## config.mk

```make
export PLATFORM = sky130hd
export DESIGN_NAME = segment_lcd_char_writer_unit
export DESIGN_NICKNAME = d
export VERILOG_FILES = /design/src/rtl/core/slcd_pkg.sv /design/src/rtl/core/slcd_front.sv /design/src/rtl/core/slcd_queue.sv /design/src/rtl/core/slcd_back.sv /design/src/rtl/core/segment_lcd_char_writer_unit.sv
export SDC_FILE = /design/constraint.sdc
export NUM_CORES = 1
export LEC_CHECK = 0
export BUFFER_PORTS_ARGS = -buffer_cell sky130_fd_sc_hd__buf_2
export CAP_MARGIN = 20
export CORE_AREA = 2 2 134 149
export CTS_CLUSTER_DIAMETER = 100
export DETAILED_ROUTE_END_ITERATION = 8
export DIE_AREA = 0 0 136 151
export GPL_TIMING_DRIVEN = 0
export PLACE_DENSITY = 0.68
export REMOVE_ABC_BUFFERS = 1
export SLEW_MARGIN = 20
export SYNTH_ARGS = -nofsm -noshare
export SYNTH_HDL_FRONTEND = slang
export SYNTH_SLANG_ARGS = --single-unit
```

## constraint.sdc

```tcl
create_clock -name clock -period 3.35 [get_ports clock]
set_input_delay 0.335 -clock clock [delete_from_list [all_inputs] [get_ports clock]]
set_output_delay 0.335 -clock clock [all_outputs]
set_load 0.02 [all_outputs]
```

## src/rtl/core/slcd_pkg.sv

```systemverilog
// Shared types, glyph table and digit placement tables for the segment LCD writer.
`default_nettype none
package slcd_pkg;

   localparam int RamBytes   = 14;
   localparam int Groups     = 8;
   localparam int Rows       = 6;
   localparam int GlyphCount = 37;
   localparam int QueueDepth = 2;

   // Item kinds as they arrive on the request channel
   localparam logic [1:0] KIND_PRINT     = 2'd0;
   localparam logic [1:0] KIND_CLEAR_COL = 2'd1;
   localparam logic [1:0] KIND_CLEAR_ALL = 2'd2;

   localparam logic [7:0] CHAR_SPACE    = 8'h20;
   localparam logic [7:0] CHAR_ZERO     = 8'h30;
   localparam logic [7:0] CHAR_NINE     = 8'h39;
   localparam logic [7:0] CHAR_UPPER_A  = 8'h41;
   localparam logic [7:0] CHAR_UPPER_Z  = 8'h5A;
   localparam logic [7:0] CHAR_LOWER_A  = 8'h61;
   localparam logic [7:0] CHAR_LOWER_Z  = 8'h7A;
   localparam logic [7:0] CASE_FOLD     = 8'd32;
   localparam logic [7:0] LETTER_OFFSET = 8'd55;
   localparam logic [5:0] GLYPH_SPACE   = 6'd36;

   // Classified operation handed from front to back
   typedef enum logic [1:0] {
      OP_IGNORE    = 2'd0,
      OP_WRITE     = 2'd1,
      OP_CLEAR_ALL = 2'd2
   } op_type;

   typedef struct packed {
      op_type      op;
      logic [2:0]  row;
      logic [15:0] glyph;
   } cmd_type;

   localparam logic [15:0] GLYPH_ROM [GlyphCount] = '{
      16'h00D7, 16'h0006, 16'h007D, 16'h006F, 16'h00AE, 16'h00EB, 16'h00FB, 16'h0046,
      16'h00FF, 16'h00EF, 16'h00FE, 16'h00BB, 16'h00D1, 16'h003F, 16'h00F9, 16'h00F8,
      16'h00F3, 16'h00BE, 16'h4441, 16'h0017, 16'h1198, 16'h0091, 16'h9096, 16'h8196,
      16'h00D7, 16'h00FC, 16'h00EE, 16'h01FC, 16'h00EB, 16'h4440, 16'h0097, 16'h9096,
      16'h2196, 16'hB100, 16'h9400, 16'h3041, 16'h0000
   };

   // RAM byte and bit offset of each 2-bit group, per digit row
   localparam logic [3:0] GROUP_BYTE [Rows][Groups] = '{
      '{4'd13, 4'd9, 4'd7, 4'd10, 4'd6, 4'd0, 4'd2, 4'd3},
      '{4'd13, 4'd9, 4'd7, 4'd10, 4'd6, 4'd0, 4'd2, 4'd3},
      '{4'd12, 4'd9, 4'd7, 4'd11, 4'd5, 4'd0, 4'd2, 4'd4},
      '{4'd12, 4'd9, 4'd7, 4'd11, 4'd5, 4'd0, 4'd2, 4'd4},
      '{4'd12, 4'd8, 4'd8, 4'd11, 4'd5, 4'd1, 4'd1, 4'd4},
      '{4'd12, 4'd8, 4'd8, 4'd11, 4'd5, 4'd1, 4'd1, 4'd4}
   };

   localparam logic [2:0] GROUP_SHIFT [Rows][Groups] = '{
      '{3'd2, 3'd6, 3'd0, 3'd4, 3'd2, 3'd0, 3'd6, 3'd4},
      '{3'd0, 3'd4, 3'd2, 3'd6, 3'd0, 3'd2, 3'd4, 3'd6},
      '{3'd6, 3'd2, 3'd4, 3'd0, 3'd6, 3'd4, 3'd2, 3'd0},
      '{3'd4, 3'd0, 3'd6, 3'd2, 3'd4, 3'd6, 3'd0, 3'd2},
      '{3'd2, 3'd6, 3'd0, 3'd4, 3'd2, 3'd0, 3'd6, 3'd4},
      '{3'd0, 3'd4, 3'd2, 3'd6, 3'd0, 3'd2, 3'd4, 3'd6}
   };

endpackage
`default_nettype wire

```

## src/rtl/core/slcd_front.sv

```systemverilog
// Front end: accepts request items and classifies them into back-end commands.
`default_nettype none
module slcd_front
   import slcd_pkg::*;
(
   input  wire logic       req_valid,
   output logic            req_stall,
   input  wire logic [1:0] req_kind,
   input  wire logic [7:0] req_char_code,
   input  wire logic [2:0] req_position,
   input  wire logic       q_full,
   output logic            push,
   output cmd_type         push_cmd
);

   logic [7:0] folded;
   logic [7:0] gidx_wide;
   logic [5:0] gidx;
   logic       char_ok;
   logic       pos_ok;

   assign req_stall = q_full;
   assign push      = req_valid && !q_full;

   // Character to glyph number
   always_comb begin
      folded    = req_char_code;
      gidx_wide = '0;
      char_ok   = 1'b1;
      if (req_char_code >= CHAR_LOWER_A && req_char_code <= CHAR_LOWER_Z) begin
         folded = req_char_code - CASE_FOLD;
      end
      if (req_char_code >= CHAR_ZERO && req_char_code <= CHAR_NINE) begin
         gidx_wide = req_char_code - CHAR_ZERO;
      end else if (folded >= CHAR_UPPER_A && folded <= CHAR_UPPER_Z) begin
         gidx_wide = folded - LETTER_OFFSET;
      end else if (req_char_code == CHAR_SPACE) begin
         gidx_wide = 8'(GLYPH_SPACE);
      end else begin
         char_ok = 1'b0;
      end
      gidx = gidx_wide[5:0];
   end

   assign pos_ok = (req_position >= 3'd1) && (req_position <= 3'd6);

   // Classify
   always_comb begin
      push_cmd.op    = OP_IGNORE;
      push_cmd.row   = req_position - 3'd1;
      push_cmd.glyph = '0;
      unique case (req_kind)
         KIND_CLEAR_ALL: push_cmd.op = OP_CLEAR_ALL;
         KIND_PRINT: begin
            if (pos_ok && char_ok) begin
               push_cmd.op    = OP_WRITE;
               push_cmd.glyph = GLYPH_ROM[gidx];
            end
         end
         KIND_CLEAR_COL: begin
            if (pos_ok) push_cmd.op = OP_WRITE;
         end
         default: push_cmd.op = OP_IGNORE;
      endcase
   end

endmodule
`default_nettype wire

```

## src/rtl/core/slcd_queue.sv

```systemverilog
// Two-entry command queue between front and back ends.
`default_nettype none
module slcd_queue
   import slcd_pkg::*;
(
   input  wire logic    clock,
   input  wire logic    reset,
   input  wire logic    push,
   input  cmd_type      push_cmd,
   input  wire logic    pop,
   output logic         full,
   output logic         not_empty,
   output cmd_type      head
);

   cmd_type    slot_ff [QueueDepth];
   logic       wr_ptr_ff, wr_ptr_in;
   logic       rd_ptr_ff, rd_ptr_in;
   logic [1:0] count_ff, count_in;

   assign full      = (count_ff == 2'(QueueDepth));
   assign not_empty = (count_ff != 2'd0);
   assign head      = slot_ff[rd_ptr_ff];

   // Pointer and count update
   always_comb begin
      wr_ptr_in = wr_ptr_ff ^ push;
      rd_ptr_in = rd_ptr_ff ^ pop;
      count_in  = count_ff + 2'(push) - 2'(pop);
   end

   always_ff @(posedge clock) begin
      if (reset) begin
         wr_ptr_ff <= 1'b0;
         rd_ptr_ff <= 1'b0;
         count_ff  <= '0;
      end else begin
         wr_ptr_ff <= wr_ptr_in;
         rd_ptr_ff <= rd_ptr_in;
         count_ff  <= count_in;
      end
   end

   // Payload storage
   always_ff @(posedge clock) begin
      if (push) slot_ff[wr_ptr_ff] <= push_cmd;
   end

endmodule
`default_nettype wire

```

## src/rtl/core/slcd_back.sv

```systemverilog
// Back end: segment RAM update and in-order reporting of touched bytes.
`default_nettype none
module slcd_back
   import slcd_pkg::*;
(
   input  wire logic       clock,
   input  wire logic       reset,
   input  wire logic       q_not_empty,
   input  cmd_type         q_head,
   output logic            pop,
   output logic            rsp_valid,
   input  wire logic       rsp_stall,
   output logic [3:0]      rsp_ram_index,
   output logic [7:0]      rsp_ram_value,
   output logic            rsp_ignored,
   output logic            rsp_last
);

   typedef enum logic [1:0] {
      ST_IDLE = 2'b01,
      ST_SCAN = 2'b10
   } state_type;

   state_type          state_ff, state_in;
   logic [7:0]         ram_ff [RamBytes];
   logic [7:0]         ram_in [RamBytes];
   logic [RamBytes-1:0] touched_ff, touched_in;
   logic [RamBytes-1:0] wr_mask;
   logic [RamBytes-1:0] rest;
   logic [7:0]         wr_val [RamBytes];
   logic [3:0]         idx_ff, idx_in;
   logic               out_free;
   logic               load_out;
   logic [3:0]         out_idx;
   logic [7:0]         out_val;
   logic               out_ign;
   logic               out_last;
   logic               rsp_valid_ff;
   logic [3:0]         rsp_index_ff;
   logic [7:0]         rsp_value_ff;
   logic               rsp_ignored_ff;
   logic               rsp_last_ff;

   assign out_free = !rsp_valid_ff || !rsp_stall;

   // Scatter of the eight glyph groups into the selected row's bytes
   always_comb begin
      for (int j = 0; j < RamBytes; j++) begin
         wr_val[j]  = ram_ff[j];
         wr_mask[j] = 1'b0;
         for (int i = 0; i < Groups; i++) begin
            if (GROUP_BYTE[q_head.row][i] == 4'(j)) begin
               wr_val[j] = (wr_val[j] & ~(8'd3 << GROUP_SHIFT[q_head.row][i]))
                         | ({6'd0, q_head.glyph[15-2*i -: 2]}
                            << GROUP_SHIFT[q_head.row][i]);
               wr_mask[j] = 1'b1;
            end
         end
      end
   end

   assign rest = touched_ff & ~(RamBytes'(1) << idx_ff);

   // Sequencer
   always_comb begin
      state_in   = state_ff;
      touched_in = touched_ff;
      idx_in     = idx_ff;
      ram_in     = ram_ff;
      pop        = 1'b0;
      load_out   = 1'b0;
      out_idx    = idx_ff;
      out_val    = ram_ff[idx_ff];
      out_ign    = 1'b0;
      out_last   = 1'b0;
      unique case (state_ff)
         ST_IDLE: begin
            if (q_not_empty) begin
               case (q_head.op)
                  OP_WRITE: begin
                     pop        = 1'b1;
                     ram_in     = wr_val;
                     touched_in = wr_mask;
                     idx_in     = '0;
                     state_in   = ST_SCAN;
                  end
                  OP_CLEAR_ALL: begin
                     pop = 1'b1;
                     for (int j = 0; j < RamBytes; j++) ram_in[j] = '0;
                     touched_in = '1;
                     idx_in     = '0;
                     state_in   = ST_SCAN;
                  end
                  default: begin
                     if (out_free) begin
                        pop      = 1'b1;
                        load_out = 1'b1;
                        out_idx  = '0;
                        out_val  = '0;
                        out_ign  = 1'b1;
                        out_last = 1'b1;
                     end
                  end
               endcase
            end
         end
         ST_SCAN: begin
            if (!touched_ff[idx_ff]) begin
               idx_in = idx_ff + 4'd1;
            end else if (out_free) begin
               load_out   = 1'b1;
               out_last   = (rest == '0);
               touched_in = rest;
               idx_in     = idx_ff + 4'd1;
               if (rest == '0) state_in = ST_IDLE;
            end
         end
         default: state_in = ST_IDLE;
      endcase
   end

   always_ff @(posedge clock) begin
      if (reset) begin
         state_ff   <= ST_IDLE;
         touched_ff <= '0;
         idx_ff     <= '0;
         for (int j = 0; j < RamBytes; j++) ram_ff[j] <= '0;
      end else begin
         state_ff   <= state_in;
         touched_ff <= touched_in;
         idx_ff     <= idx_in;
         ram_ff     <= ram_in;
      end
   end

   // Output register
   always_ff @(posedge clock) begin
      if (reset) begin
         rsp_valid_ff <= 1'b0;
      end else if (load_out) begin
         rsp_valid_ff <= 1'b1;
      end else if (!rsp_stall) begin
         rsp_valid_ff <= 1'b0;
      end
   end

   always_ff @(posedge clock) begin
      if (load_out) begin
         rsp_index_ff   <= out_idx;
         rsp_value_ff   <= out_val;
         rsp_ignored_ff <= out_ign;
         rsp_last_ff    <= out_last;
      end
   end

   assign rsp_valid     = rsp_valid_ff;
   assign rsp_ram_index = rsp_index_ff;
   assign rsp_ram_value = rsp_value_ff;
   assign rsp_ignored   = rsp_ignored_ff;
   assign rsp_last      = rsp_last_ff;

endmodule
`default_nettype wire

```

## src/rtl/core/segment_lcd_char_writer_unit.sv

```systemverilog
// Ignored items are answered from the idle state; print and clear items update the RAM
// as they are dequeued, and the touched bytes are then reported in ascending order.
// Print and clear items hold the back end for one dequeue step plus one scan step per RAM
// byte up to the highest touched; ignored items take the dequeue step. A stalled output holds both.
// A two-entry command queue lets requests be taken while the back end works.
// Synchronous active-high reset zeroes the segment RAM and empties queue and output.
`default_nettype none
module segment_lcd_char_writer_unit
   import slcd_pkg::*;
(
   input  wire logic       clock,
   input  wire logic       reset,
   input  wire logic       req_valid,
   output logic            req_stall,
   input  wire logic [1:0] req_kind,
   input  wire logic [7:0] req_char_code,
   input  wire logic [2:0] req_position,
   output logic            rsp_valid,
   input  wire logic       rsp_stall,
   output logic [3:0]      rsp_ram_index,
   output logic [7:0]      rsp_ram_value,
   output logic            rsp_ignored,
   output logic            rsp_last
);

   logic    q_full;
   logic    q_not_empty;
   logic    push;
   logic    pop;
   cmd_type push_cmd;
   cmd_type head;

   slcd_front u_front (
      .req_valid     (req_valid),
      .req_stall     (req_stall),
      .req_kind      (req_kind),
      .req_char_code (req_char_code),
      .req_position  (req_position),
      .q_full        (q_full),
      .push          (push),
      .push_cmd      (push_cmd)
   );

   slcd_queue u_queue (
      .clock     (clock),
      .reset     (reset),
      .push      (push),
      .push_cmd  (push_cmd),
      .pop       (pop),
      .full      (q_full),
      .not_empty (q_not_empty),
      .head      (head)
   );

   slcd_back u_back (
      .clock         (clock),
      .reset         (reset),
      .q_not_empty   (q_not_empty),
      .q_head        (head),
      .pop           (pop),
      .rsp_valid     (rsp_valid),
      .rsp_stall     (rsp_stall),
      .rsp_ram_index (rsp_ram_index),
      .rsp_ram_value (rsp_ram_value),
      .rsp_ignored   (rsp_ignored),
      .rsp_last      (rsp_last)
   );

endmodule
`default_nettype wire

```

==> impl_metrics.tcl <==
set metrics [dict create \
    worst_setup_path_end_kind "register" \
    max_freq_mhz 323.1 \
    final_util_pct 55.12 \
    synthArstFlopShare_pct 0 \
    grt.total_usage_pct 23.03 \
    insertedDiodeCount 0 \
    rsz0062_at_grt "no" \
    dp_slack_ns -0.6840 \
    gp_congestion 0.8893 \
    final_cells 1215 \
    io_pins 33 \
    syn_area_um2 9344 \
    tightest_slew_ns 1.068 \
    synth_top_area_cell "dfxtp_1" \
    worstPathMaxFanout 13 \
    drt-pass1-iter-count 6 \
    regArea_um2 4315 \
    leakagePower_nw 3.874 \
    vias_per_cell 6.075 \
    design_area_um2 10450 \
    synth-edff-count 52 \
    ant_nets 0 \
    synth_seq_cells 189 \
    synth_most_common_cell "nor2_1" \
    drc_errors 0 \
    drt_wl_total_um 22980 \
    hold_violations 0 \
    grt_pass1_wl_um 36760 \
    yosysWarnings 0 \
    fp.dieH_um 151 \
    final_period_minus_worst_setup_slack_ns 3.095 \
    grt_max_degree 71 \
    layout.nets 1005 \
    port_buffers 32 \
    grt.overflow.total 0 \
    p_seq_share_pct 40.6 \
    antenna_found_initial 0 \
    final_layout_size_suffix_gt1_share_pct 16.32 \
    cts_tree "yes" \
    finalSetupTns_ns 0 \
    synthTopCellsByCount "nor2_1, dfxtp_1, a22oi_1" \
    nFillCells 1686 \
    cell_internal_pwr_mw 4.659 \
    maxCapViolCount 0 \
    finalPower_mw 7.177 \
    hold_ws_ns 0.2147 \
    syn_to_final_growth_pct 11.88 \
    peakVddDrop_uv 832.0 \
    initial_core_util_pct 49.27 \
    synth_top_area_share_pct 29.35 \
    vias 7381 \
    clkSinkCount 189 \
    period_share_pct 92.38 \
    skew_ns 0.008268 \
    crit_arrival_ns 3.27 \
    placementRows 53 \
    ys_seq_area_share_pct 46.06 \
    drtIter0Drc 750 \
    slew_headroom_pct 28.27 \
    placed_area_um2 9741 \
    die_x_um 136 \
    p_comb_share_pct 30.9 \
    post_drt_wl_per_cell_um 18.92 \
    worstSetupStartpointType "input pin" \
    htree_levels 4 \
    outcome "finished clean" \
    synth_ff_type "dfxtp_1" \
    post-place-cells 1175 \
    die_area_um2 20540 \
    finalSetupViolCount 0 \
    clockBufferDepth 2 \
    clk_pin_slew_ns 0.07 \
    hp-class "input pin to register" \
    clk_latency_ns 0.44 \
    switchingPower_mw 2.518 \
    cts-root-buf "clkbuf_16" \
    avgSynthCellArea_um2 9.909 \
    core_region_area_um2 18970 \
    clkPwrFrac_pct 28.5 \
    p_per_area_nw_per_um2 686.5 \
    worst_slack_ns 0.2551 \
    numCtsBuffers 17 \
    criticalPathCategory "input pin to register" \
    cp.required_ns 3.53 \
    multi_input_area_um2 4778 \
    synth_area_leaders "dfxtp_1, edfxtp_1, mux4_2, a22oi_1, nor2_1" \
    yosysUniqueCellTypes 69 \
    dp_hpwl_um 15370 \
    final_max_slew_viol_count 0 \
    grt_pass1_vias 6889 \
    syn_inst 943 \
    swShare_pct 35.08 \
]
## state kept, by name (all words and copies together), names as in the netlist
| register | flops |
|---|---|
| u_back.ram_ff | 112 |
| u_queue.rd_ptr_ff | 1 |
| u_back.rsp_ram_index | 4 |
| u_queue.slot_ff | 38 |
| u_back.idx_ff | 4 |
| u_back.rsp_valid | 1 |
| u_back.rsp_ram_value | 8 |
| u_back.rsp_last | 1 |
| u_back.rsp_ignored | 1 |
| u_back.touched_ff | 14 |
| u_back.state_ff | 2 |
| u_queue.count_ff | 2 |
| u_queue.wr_ptr_ff | 1 |
## metal layers
layer / up-vias / share of wire [%] / global-route usage, %
li1: 3481 / - / -
met1: 3576 / 43 / 29.86
met2: 281 / 49 / 38.17
met3: 43 / 5.9 / 3.882
met4: 0 / 2.7 / 9.583
met5: - / 0 / 0
## worst max-delay path: stages
cell      delay (ns)
buf_2           0.13
or4_4           0.55
or3_4           0.40
a22oi_4         0.41
nand2_1         0.13
o21a_2          0.21
inv_1           0.17
ha_1            0.27
nand2_1         0.10
o211ai_1        0.20
a221oi_1        0.08
a211o_1         0.31
## layout make-up
type	count	share of cell area, %
clock buffer	21	4.512
clock inverter	11	1.209
inverter	27	0.9695
multi-input combinational	672	45.71
sequential	189	41.28
tap	247	2.956
timing repair buffer	48	3.363
## timing repair
item	in CTS	in global routing
gates resized for setup	5	6
pin swaps	0	2
hold buffers	0	0
endpoints found under the setup margin	120	39
setup buffers	0	8
## power by group through the flow
stage / registers, mW / logic [mW] / clock network (mW)
2_1_floorplan: 2.99 / 1.38 / 0
3_3_place_gp: 2.99 / 2.03 / 0
3_5_place_dp: 3.00 / 2.10 / 0
5_1_grt: 2.95 / 2.42 / 2.17
6_report: 2.91 / 2.22 / 2.04
4_1_cts: 2.96 / 2.12 / 2.07
## logic make-up (layout without fill, tap and decap cells)
family / count (synthesis) / in the layout / share of synthesized area [%]
flops: 189 / 189 / 46.06
simple gates: 324 / 324 / 16.00
fa+ha+maj: 33 / 33 / 4.419
compound gates: 235 / 235 / 17.46
xor+xnor: 7 / 7 / 0.6561
mux: 73 / 73 / 11.82
buf+inv: 82 / 107 / 3.575
## cell usage in the layout, fill, tap and decap left out, drive strengths merged, types with 33 or more instances in the layout
cell type  count
o21ai         34
dfxtp        137
nand2         69
buf           48
a22oi         82
ha            33
nor2         159
inv           33
edfxtp        52
a21oi         49
## worst paths after layout
path,from,end,slack (ns),cells past startpoint
max,req_char_code[6],u_queue.slot_ff[0][6],0.26,12
max reg2reg,u_queue.rd_ptr_ff,u_back.ram_ff[16],0.26,8
min,rsp_stall,u_back.rsp_valid,0.21,3
min reg2reg,u_back.ram_ff[41],u_back.ram_ff[41],0.46,1
No activity file was read; power rests on OpenSTA's default activity.
